--- config.mk ---
export PLATFORM = sky130hd
export DESIGN_NAME = bpa_ctrl
export DESIGN_NICKNAME = d
export VERILOG_FILES = /design/src/sv/bpa_pkg.sv /design/src/sv/bpa_ctrl.sv
export SDC_FILE = /design/constraint.sdc
export NUM_CORES = 1
export LEC_CHECK = 0
export BUFFER_PORTS_ARGS = -buffer_cell sky130_fd_sc_hd__buf_2
export CAP_MARGIN = 20
export CORE_AREA = 5 5 42 44
export DETAILED_ROUTE_END_ITERATION = 8
export DIE_AREA = 0 0 47 49
export PLACE_DENSITY = 0.48
export SLEW_MARGIN = 20
export SYNTH_ARGS = -nofsm -noshare
export SYNTH_HDL_FRONTEND = slang
export SYNTH_SLANG_ARGS = --single-unit
export TNS_END_PERCENT = 100
--- constraint.sdc ---
create_clock -name clk -period 2.6 [get_ports clk]
set_clock_uncertainty 0.05 [all_clocks]
set_input_delay 0.26 -clock clk [delete_from_list [all_inputs] [get_ports clk]]
set_output_delay 0.26 -clock clk [all_outputs]
set_load 0.02 [all_outputs]
--- src/sv/bpa_pkg.sv ---
// Shared constants, codes and handshake structs of the block pool allocator.
`default_nettype none

package bpa_pkg;

  // Pool geometry and field widths.
  localparam int NUM_BLOCKS = 1024;
  localparam int ADDR_W     = $clog2(NUM_BLOCKS);
  localparam int LINK_W     = ADDR_W + 1;
  localparam int IDX_W      = 10;
  localparam int TAG_W      = 32;
  localparam int LEN_W      = 16;
  localparam int CNT_W      = 32;
  localparam int FREE_W     = 11;

  // A link value at or above the pool size means "no slot".
  localparam logic [LINK_W-1:0] NO_SLOT  = '1;
  localparam logic [LINK_W-1:0] NUM_LINK = LINK_W'(NUM_BLOCKS);

  // Request and status codes.
  localparam logic REQ_ALLOC    = 1'b0;
  localparam logic REQ_FREE     = 1'b1;
  localparam logic STATUS_OK    = 1'b0;
  localparam logic STATUS_RANGE = 1'b1;

  // Controller states.
  typedef enum logic [2:0] {
    S_IDLE,
    S_CHECK,
    S_REL1,
    S_REL2,
    S_TAKE1,
    S_TAKE2,
    S_TAKE3,
    S_FIN
  } bpa_state_t;

  // Source of the link memory read address.
  typedef enum logic [0:0] {
    RD_REQ,
    RD_TOP
  } bpa_rd_src_t;

  // Commands from the controller to the datapath.
  typedef struct packed {
    logic        accept;
    logic        rd_issue;
    bpa_rd_src_t rd_src;
    logic        evict_mark;
    logic        stale;
    logic        rel_link;
    logic        rel_push;
    logic        take_pop;
    logic        take_link;
    logic        finish;
  } bpa_cmd_t;

  // Status from the datapath to the controller.
  typedef struct packed {
    logic in_free;
    logic in_range_bad;
    logic evict_need;
    logic req_free;
    logic hit;
    logic out_free;
  } bpa_stat_t;

endpackage

`default_nettype wire

--- src/sv/bpa_ctrl.sv ---
// Controller state machine of the block pool allocator.
`default_nettype none

module bpa_ctrl import bpa_pkg::*; (
  input  logic      clk,
  input  logic      rst,
  input  logic      in_valid,
  output logic      in_ready,
  input  bpa_stat_t stat,
  output bpa_cmd_t  cmd
);

  bpa_state_t state, state_next;

  // State register.
  always_ff @(posedge clk) begin
    if (rst) begin
      state <= S_IDLE;
    end else begin
      state <= state_next;
    end
  end

  // Next state and commands.
  always_comb begin
    state_next = state;
    cmd        = '0;
    in_ready   = 1'b0;
    unique case (state)
      S_IDLE: begin
        // No transfer is taken while reset is applied.
        in_ready = !rst;
        if (in_valid && !rst) begin
          cmd.accept   = 1'b1;
          cmd.rd_issue = 1'b1;
          cmd.rd_src   = RD_REQ;
          if (stat.in_free) begin
            state_next = stat.in_range_bad ? S_FIN : S_CHECK;
          end else begin
            state_next = stat.evict_need ? S_CHECK : S_TAKE2;
          end
        end
      end
      S_CHECK: begin
        if (stat.req_free) begin
          if (stat.hit) begin
            state_next = S_REL1;
          end else begin
            cmd.stale  = 1'b1;
            state_next = S_FIN;
          end
        end else begin
          cmd.evict_mark = 1'b1;
          state_next     = S_REL1;
        end
      end
      S_REL1: begin
        cmd.rel_link = 1'b1;
        state_next   = S_REL2;
      end
      S_REL2: begin
        cmd.rel_push = 1'b1;
        state_next   = stat.req_free ? S_FIN : S_TAKE1;
      end
      S_TAKE1: begin
        cmd.rd_issue = 1'b1;
        cmd.rd_src   = RD_TOP;
        state_next   = S_TAKE2;
      end
      S_TAKE2: begin
        cmd.take_pop = 1'b1;
        state_next   = S_TAKE3;
      end
      S_TAKE3: begin
        cmd.take_link = 1'b1;
        state_next    = S_FIN;
      end
      S_FIN: begin
        if (stat.out_free) begin
          cmd.finish = 1'b1;
          state_next = S_IDLE;
        end
      end
      default: begin
        state_next = S_IDLE;
      end
    endcase
  end

endmodule

`default_nettype wire
---- Word level (Yosys, flattened, before mapping) ----
Cells that the tools add are included.
word-level totals
  logic and storage cells ................. 37
  bits of input ports ..................... 9
  output and inout bits ................... 11
  register bits ........................... 3
operators by class
  equal/unequal tests ..................... 9
  reductions and logical operators ........ 4
  mux-type cells .......................... 23
operators with widths
  operator                                              number
  two-way mux 3 bit                                     8
  one-hot mux 3 bit (8 select lines)                    1
  equality test 3 bit (second input constant)           4
  two-way mux 1 bit                                     11
  equality test 3 x 2 -> 1 bit (second input constant)  2
  two-way mux 2 bit                                     2
  inequality test 2 bit (second input constant)         2
  one-hot mux 2 bit (2 select lines)                    1
  equality test 3 x 1 -> 1 bit (second input constant)  1
  logical NOT 3 bit                                     1
  AND reduction 2 bit                                   1
  logical AND 1 bit                                     1
  logical NOT 1 bit                                     1

---- Depth between registers and ports, before layout ----
Gate-level depths: netlist of the first run.
  depth in word-level cells ............... 4
  gate-level depth with buffers ........... 5
  depth with buffers taken out ............ 4

---- Worst setup path after synthesis of the first run ----
No wires, ideal clock.
  kind .................................... reg2out
  start point ............................. reg state[1]
  end point ............................... out cmd[8] in the netlist's numbering
  slack ................................... 1.258 ns
  required time ........................... 2.290 ns
  arrival ................................. 1.032 ns
  cell stages (with the launch flop) ...... 4
  buffers on the path ..................... 1
  cell sequence ........................... dfxtp_1 -> buf_6 -> or2_2 -> nor2_1
RTL lines
  what                    line            RTL
  start, declared         bpa_ctrl.sv:13  bpa_state_t state, state_next;
  start signal, assigned  bpa_ctrl.sv:20  state <= state_next;
  end, declared           bpa_ctrl.sv:10  output bpa_cmd_t cmd

==> metrics.txt, run 1 <==
final WL 809 um; RSZ-0062 raised after global routing no; num rows 14; RePlAce Congestion ~0.69; max_cap viols 0; filler cell count between 150 and 200; die area 2300 um2; commonest non-fill, non-tap cell in the layout buf_2; Critical Path Sink Type output pin; Setup Fix Bufs, Post-CTS 0; first-pass GRT wire length 1390 um; final worst slack 0.990 ns; clk buf depth 2; CTS resizes 0; multi-input combinational cell area 204 um2; largest net degree at the start of global routing 11; DP HPWL slightly below 700 um; antenna cells 0; Global Route Usage Sum 8.16%; outcome finished clean; Final min period around 1.6 ns; vias per cell 4.45; fmax 0.621 GHz; final hold vios 0; max FFs per register 3; max-slew violation total from the final report 0; # H-tree levels 1; clk slew on worst S/H paths roughly 0.040 ns; worst vdd ir 243 uV; CP required around 2.3 ns; CTS Hold Bufs 0; CTS tree done; Synth Warn # 0; First-pass DRT Iterations 4; sequential fraction of the synthesis area 20.3%; part of the cycle the worst path needs 61.9%; endpoints failing setup 0; Mapped Nets 52; total leakage power approximately 0.23 nW; Routed Antenna Nets 0; mapped cell area around 300 um2; Worst Tran Pin Value roughly 0.45 ns; Mapped Cells 43; clock latency on the worst-skew pair approximately 0.23 ns; worst path arrival time about 1.3 ns; clk sinks 3; number of library cell types mapped by synthesis 22; Final Net Count 74; total gr overflow 0; Reg area between 60 and 70 um2; via count 356; Avg Cell Area, Syn 6.90 um2; final setup TNS 0 ns; Top Registers state (3); antenna violations before repair 0; initial DRC count 7; layout cells sized above 1 40.6%; Pwr per Cell Area 879 nW/um2; total clock buffers created by CTS 3; Wirelength per Cell 10.1 um; Reg with most FFs state; chip width 47 um; initial core utilization a little over a fifth; Vert. Die Dim 49 um; total core area ~1400 um2; Syn-to-layout area delta 40.1%; most frequent cells in the layout buf_2 (19), nor2_1 (9), nand2_1 (4); DR DRC count 0; Startpoint Class flip-flop; Hold Crit Class input port to flip-flop; CTS root buffer clkbuf_4; number of I/O pins 20; slew margin rel. approximately 70%; critical path type flip-flop to output pin; setup slack at placement 1.23 ns; PortBufs 19; Worst Path Max Fanout 10; Yosys reg bits 3; number of global-route vias before repair between 300 and 400
layout make-up:
class	instances	share of cell area, %
flip-flops and latches	3	14.5
clock buffers	4	6.33
well taps	16	4.82
inverters	2	2.41
multi-input cells	36	49.1
repair buffers	19	22.9
where the power goes:
group | total, mW | switching (mW) | internal, mW
combinational | 0.187 | 0.110 | 0.0771
sequential | 0.0978 | 0.0381 | 0.0597
clock | 0.0804 | 0.0230 | 0.0574
through the flow:
stage	power (mW)	utilization (%)	instance area (um2)	std cells	hold WS (ns)
floorplan	0.252	-	297	43	0.412
global route	0.401	29.6	415	80	0.340
finish	0.365	29.6	415	80	0.310
detailed placement	0.287	27.8	389	76	0.540
global placement	0.289	27.8	389	76	0.538
CTS	0.372	29.6	415	80	0.311
kinds of logic after synthesis:
group	synth area share, %
and+or+nand+nor	45.6
AOI/OAI and AO/OA	19.8
buffers and inverters	11.0
DFF	20.3
muxes	3.38
critical path, stage by stage, from the launching register on:
cell	delay (ns)
dfxtp_1	0.42
or2_2	0.37
nor2_1	0.11
buf_2	0.17
cell usage after synthesis:
| cell | number | area [um2] |
|---|---|---|
| o21bai_1 | 1 | 7.51 |
| o21ai_1 | 1 | 5.00 |
| nor2_8 | 1 | 20.0 |
| and3_1 | 3 | 18.8 |
| nor3_1 | 2 | 10.0 |
| dfxtp_1 | 3 | 60.1 |
| nor2_1 | 9 | 33.8 |
| inv_4 | 1 | 6.26 |
| nand3_1 | 1 | 5.00 |
| or2b_1 | 1 | 7.51 |
| buf_6 | 2 | 22.5 |
| nand2_2 | 1 | 6.26 |
| a21o_1 | 1 | 7.51 |
| nor2b_1 | 2 | 12.5 |
| mux2i_1 | 1 | 10.0 |
| a21oi_1 | 2 | 10.0 |
| o21a_1 | 1 | 7.51 |
| inv_1 | 1 | 3.75 |
| o21ai_0 | 3 | 15.0 |
| a31oi_1 | 1 | 6.26 |
| or2_2 | 1 | 6.26 |
| nand2_1 | 4 | 15.0 |
routing by layer:
layer,global-route usage (%),wire length (um),vias up
li1,-,-,187
met1,10.3,339,155
met2,11.3,378,14
met3,4.80,91,0
met4,2.76,0,0
met5,0,0,-
final timing paths:
kind / start / endpoint / slack [ns] / cells past startpoint
max: state[1]$_SDFFE_PP0P_ / cmd[8] / 0.99 / 3
min: in_valid / state[0]$_SDFFE_PP0P_ / 0.31 / 3
max reg2reg: state[2]$_SDFFE_PP0P_ / state[1]$_SDFFE_PP0P_ / 1.29 / 4
min reg2reg: state[0]$_SDFFE_PP0P_ / state[0]$_SDFFE_PP0P_ / 0.54 / 3
No activity file was read; power rests on OpenSTA's default activity.
==> inputs of run 2 (changes only) <==
Clock period 2.6 ns to 1.6 ns, I/O delays scaled along.
==> run 2 against run 1 <==
Net effect:
- utilization rose by 0.54 points
- cell area up 1.8%
- die area is the same
- clock power up 67%
- largest cell class unchanged
==> metrics.txt, run 2 (synthesis gave the netlist of run 1 again) <==
Final Net Count 75; CP max stage delay 0.42 ns; P_int 0.326 mW; Comb power frac 55.3%; fmax 0.672 GHz; WP buf/inv 1; max-slew violation total from the final report 0; CTS tree done; antenna cells 0; worst path arrival time 1.28 ns; RSZ-0062 raised after global routing no; setup slack at placement 0.351 ns; critical path type flip-flop to output pin; via count 347; Worst Tran Pin Value 0.400 ns; antenna violations before repair 0; layout cells sized above 1 between 40% and 50%; Pwr Total 0.607 mW; initial DRC count 4; Worst Path Max Fanout 10; DR DRC count 0; # H-tree levels 1; die area between 2000 and 2500 um2; RePlAce Congestion between 0.7 and 0.8; Startpoint Class flip-flop; chip width 47 um; clock network power share around 22%; worst vdd ir between 500 and 600 uV; slew margin rel. 73.3%; largest net degree at the start of global routing 11; total clock buffers created by CTS 3; CTS resizes 0; vias per cell between 4 and 5; final instance area 423 um2; Top Family by Delay on Critical Path simple AND/OR/NAND/NOR gates; CP required ~1.4 ns; clk slew on worst S/H paths 0.04 ns; clock latency on the worst-skew pair about 0.23 ns; final setup TNS 0 ns; clk buf depth 2; hold_ws between 0.2 and 0.25 ns; total core area 1400 um2; sequential fraction of design power 22.6%; CP cell instances or2_2, nor2_1, buf_2; endpoints failing setup 0; commonest non-fill, non-tap cell in the layout buf_2; clk sinks 3; First-pass DRT Iterations 2; max_cap viols 0; num rows 14; Final min period 1.49 ns; NetSw roughly 0.28 mW; number of I/O pins 20; Syn-to-layout area delta 42.6%; total leakage power 0.235 nW; Critical Path Sink Type output pin; Routed Antenna Nets 0; first-pass GRT wire length 1350 um; outcome finished clean; final WL 808 um; Setup Fix Bufs, Post-CTS 0; Top Registers state (3); total gr overflow 0; number of global-route vias before repair 330; Hold Crit Class input port to flip-flop; part of the cycle the worst path needs 93.0%; initial core utilization 21.2%; Reg with most FFs state; final worst slack 0.112 ns; placed inst area slightly below 400 um2; Pwr per Cell Area 1430 nW/um2; Global Route Usage Sum 8.30%; max FFs per register 3; sw frac 46.3%; Wirelength per Cell 9.98 um; final hold vios 0; CTS Hold Bufs 0; Vert. Die Dim 49 um; most frequent cells in the layout buf_2 (19), nor2_1 (9), nand2_1 (4); Critical Path Slowest Stage Cell dfxtp_1; DP HPWL 702 um; CTS root buffer clkbuf_4; PortBufs 19
## run 2: cell count changes in the layout (fill, tap and decap cells not counted)
cell | before | now
buf_4 | 0 | 1
## run 2: worst min-delay path: stages
cell,delay [ns]
buf_2,0.09
o21bai_1,0.11
nor2_1,0.10
## run 2: final cells by class
cell class | count | area, um2
Fill cell | 171 | 978
Multi-Input combinational cell | 36 | 204
Timing Repair Buffer | 20 | 103
Sequential cell | 3 | 60.1
Clock buffer | 4 | 26.3
Tap cell | 16 | 20.0
Inverter | 2 | 10.0
## run 2: power by group through the flow
stage / clock network, mW / registers [mW] / logic (mW)
floorplan: 0 / 0.109 / 0.300
global placement: 0 / 0.139 / 0.345
detailed placement: 0 / 0.139 / 0.340
CTS: 0.140 / 0.138 / 0.341
global route: 0.148 / 0.143 / 0.373
finish: 0.134 / 0.137 / 0.336
## run 2: final timing paths
kind,start,endpoint,slack [ns],cells after the start
worst max-delay path,state[1]$_SDFFE_PP0P_,cmd[8],0.11,3
worst min-delay path,in_valid,state[0]$_SDFFE_PP0P_,0.21,3
worst max register to register,state[1]$_SDFFE_PP0P_,state[1]$_SDFFE_PP0P_,0.41,3
worst min register to register,state[0]$_SDFFE_PP0P_,state[0]$_SDFFE_PP0P_,0.53,3
## run 2: through the flow
stage	instances	util, %
5_1_grt	81	30.2
3_3_place_gp	77	28.3
2_1_floorplan	43	-
4_1_cts	81	30.2
6_report	81	30.2
3_5_place_dp	77	28.3
## run 2: routing by layer
metal / GRT usage (%) / vias up / part of all wire [%]
met5: 0 / - / 0
met1: 9.85 / 143 / 42
met2: 11.5 / 14 / 46
met4: 5.53 / 0 / 2.1
met3: 3.69 / 2 / 8.9
li1: - / 188 / -
==> inputs of run 3 (changes only) <==
Settings changed: MAX_ROUTING_LAYER set to met4, PLACE_DENSITY 0.48 to unset, PLACE_DENSITY_LB_ADDON set to 0.08.
==> run 3 against run 2 <==
Net effect:
- maximum frequency grew 3.2%
- sequential share of layout area grew 0.25 points
- die area is the same
- clock power grew 4%
- cell count is the same
- first-iteration DRC count shrank 25%
- total power grew 1.7%
- combinational power is essentially flat
- global-route usage grew 0.58 points
- non-clock buffer count is the same
==> metrics.txt, run 3 (synthesis gave the netlist of run 1 again) <==
outcome finished clean; # H-tree levels 1; Startpoint Class flip-flop; post-layout util 30.3%; Final Net Count 75; die area ~2300 um2; part of the cycle the worst path needs between 90% and 100%; CTS root buffer clkbuf_4; crit path from state[1]$_SDFFE_PP0P_; CTS Hold Bufs 0; Final min period 1.44 ns; DR DRC count 0; slew margin rel. 84.6%; clk buf depth 2; CTS tree done; chip width 47 um; WHS Path Cells 3; initial DRC count 3; Vert. Die Dim about 49 um; Worst Path Max Fanout 10; max FFs per register 3; Syn-to-layout area delta 43.0%; Critical Path Slowest Stage Cell dfxtp_2; RePlAce Congestion 0.693; worst path arrival time 1.23 ns; vias per cell ~4.2; max-slew violation total from the final report 0; Routed Antenna Nets 0; final hold vios 0; Critical Path Sink Type output pin; final cell count without fillers 81; filler cell count between 150 and 200; CP cell instances or2_2, nor2_1, buf_2; Reg with most FFs state; final WL 853 um; first-pass GRT wire length around 1500 um; # placed instances 77; CP required roughly 1.4 ns; Top Registers state (3); hold path startpoint in_valid; total leakage power 0.235 nW; r2r worst-path depth 5; antenna cells 0; total clock buffers created by CTS 3; FF-to-FF Start state[2]$_SDFFE_PP0P_; total gr overflow 0; critical path type flip-flop to output pin; Pwr per Cell Area approximately 1500 nW/um2; clk sinks 3; clock latency on the worst-skew pair 0.24 ns; CP max stage delay 0.38 ns; most frequent cells in the layout buf_2 (19), nor2_1 (9), nand2_1 (4); clk slew on worst S/H paths 0.04 ns; Hold Crit Class input port to flip-flop; via count 344; initial core utilization 21.2%; PortBufs 19; endpoints failing setup 0; Wirelength per Cell around 11 um; fmax around 0.69 GHz; number of I/O pins 20; final setup TNS 0 ns; total core area 1400 um2; First-pass DRT Iterations 2; largest net degree at the start of global routing 11; DP HPWL just under 700 um; antenna violations before repair 0; Worst Tran Pin Value 0.231 ns; max_cap viols 0; RSZ-0062 raised after global routing no; layout cells sized above 1 43.1%; num rows 14; worst vdd ir ~560 uV; number of global-route vias before repair 383; Global Route Usage Sum a little under 9%; commonest non-fill, non-tap cell in the layout buf_2
run 3: cell type report:
cell class	instances	area, um2	share of cell area [%]
multi-input combinational	36	204	48.1
timing repair buffer	20	103	24.2
sequential	3	61.3	14.5
clock buffer	4	26.3	6.19
tap	16	20.0	4.72
inverter	2	10.0	2.36
run 3: path summary, 6_finish.rpt:
path | to | slack (ns)
max | cmd[8] | 0.16
min | state[0]$_SDFFE_PP0P_ | 0.20
max reg2reg | state[0]$_SDFFE_PP0P_ | 0.45
min reg2reg | state[2]$_SDFFE_PP0P_ | 0.49
run 3: critical path: cells and delay by family, from the launching register on:
family,cells,cell delay [ns]
flops,1,0.38
buf+inv,1,0.17
simple gates,2,0.45
run 3: report_power, final:
group / internal [mW] / switching (mW) / total, mW / leakage (nW)
Sequential: 0.0989 / 0.0403 / 0.139 / 0.0253
Clock: 0.0938 / 0.0448 / 0.139 / 0.0150
Combinational: 0.135 / 0.204 / 0.339 / 0.195
Total: 0.328 / 0.289 / 0.617 / 0.235
run 3: layer usage:
layer / part of all wire (%) / vias to the layer above / GRT usage [%] / wire length (um)
met5: 0 / - / - / 0
met4: 0 / 0 / 2.76 / 0
met3: 7.5 / 0 / 5.90 / 64
met2: 44 / 14 / 11.3 / 378
met1: 48 / 143 / 11.2 / 410
li1: - / 187 / - / -
run 3: what timing repair did:
item	in CTS	in global routing
gates resized for setup	0	1
endpoints found under the setup margin	0	2
setup buffers	0	0
run 3: through the flow:
step                power, mW  cell area, um2  hold WS [ns]  setup WS [ns]
floorplan               0.410             297         0.312          0.358
global placement        0.492             397         0.444          0.360
detailed placement      0.479             397         0.454          0.331
CTS                     0.628             423         0.198         0.0676
global route            0.676             424         0.230         0.0851
finish                  0.617             424         0.201          0.157
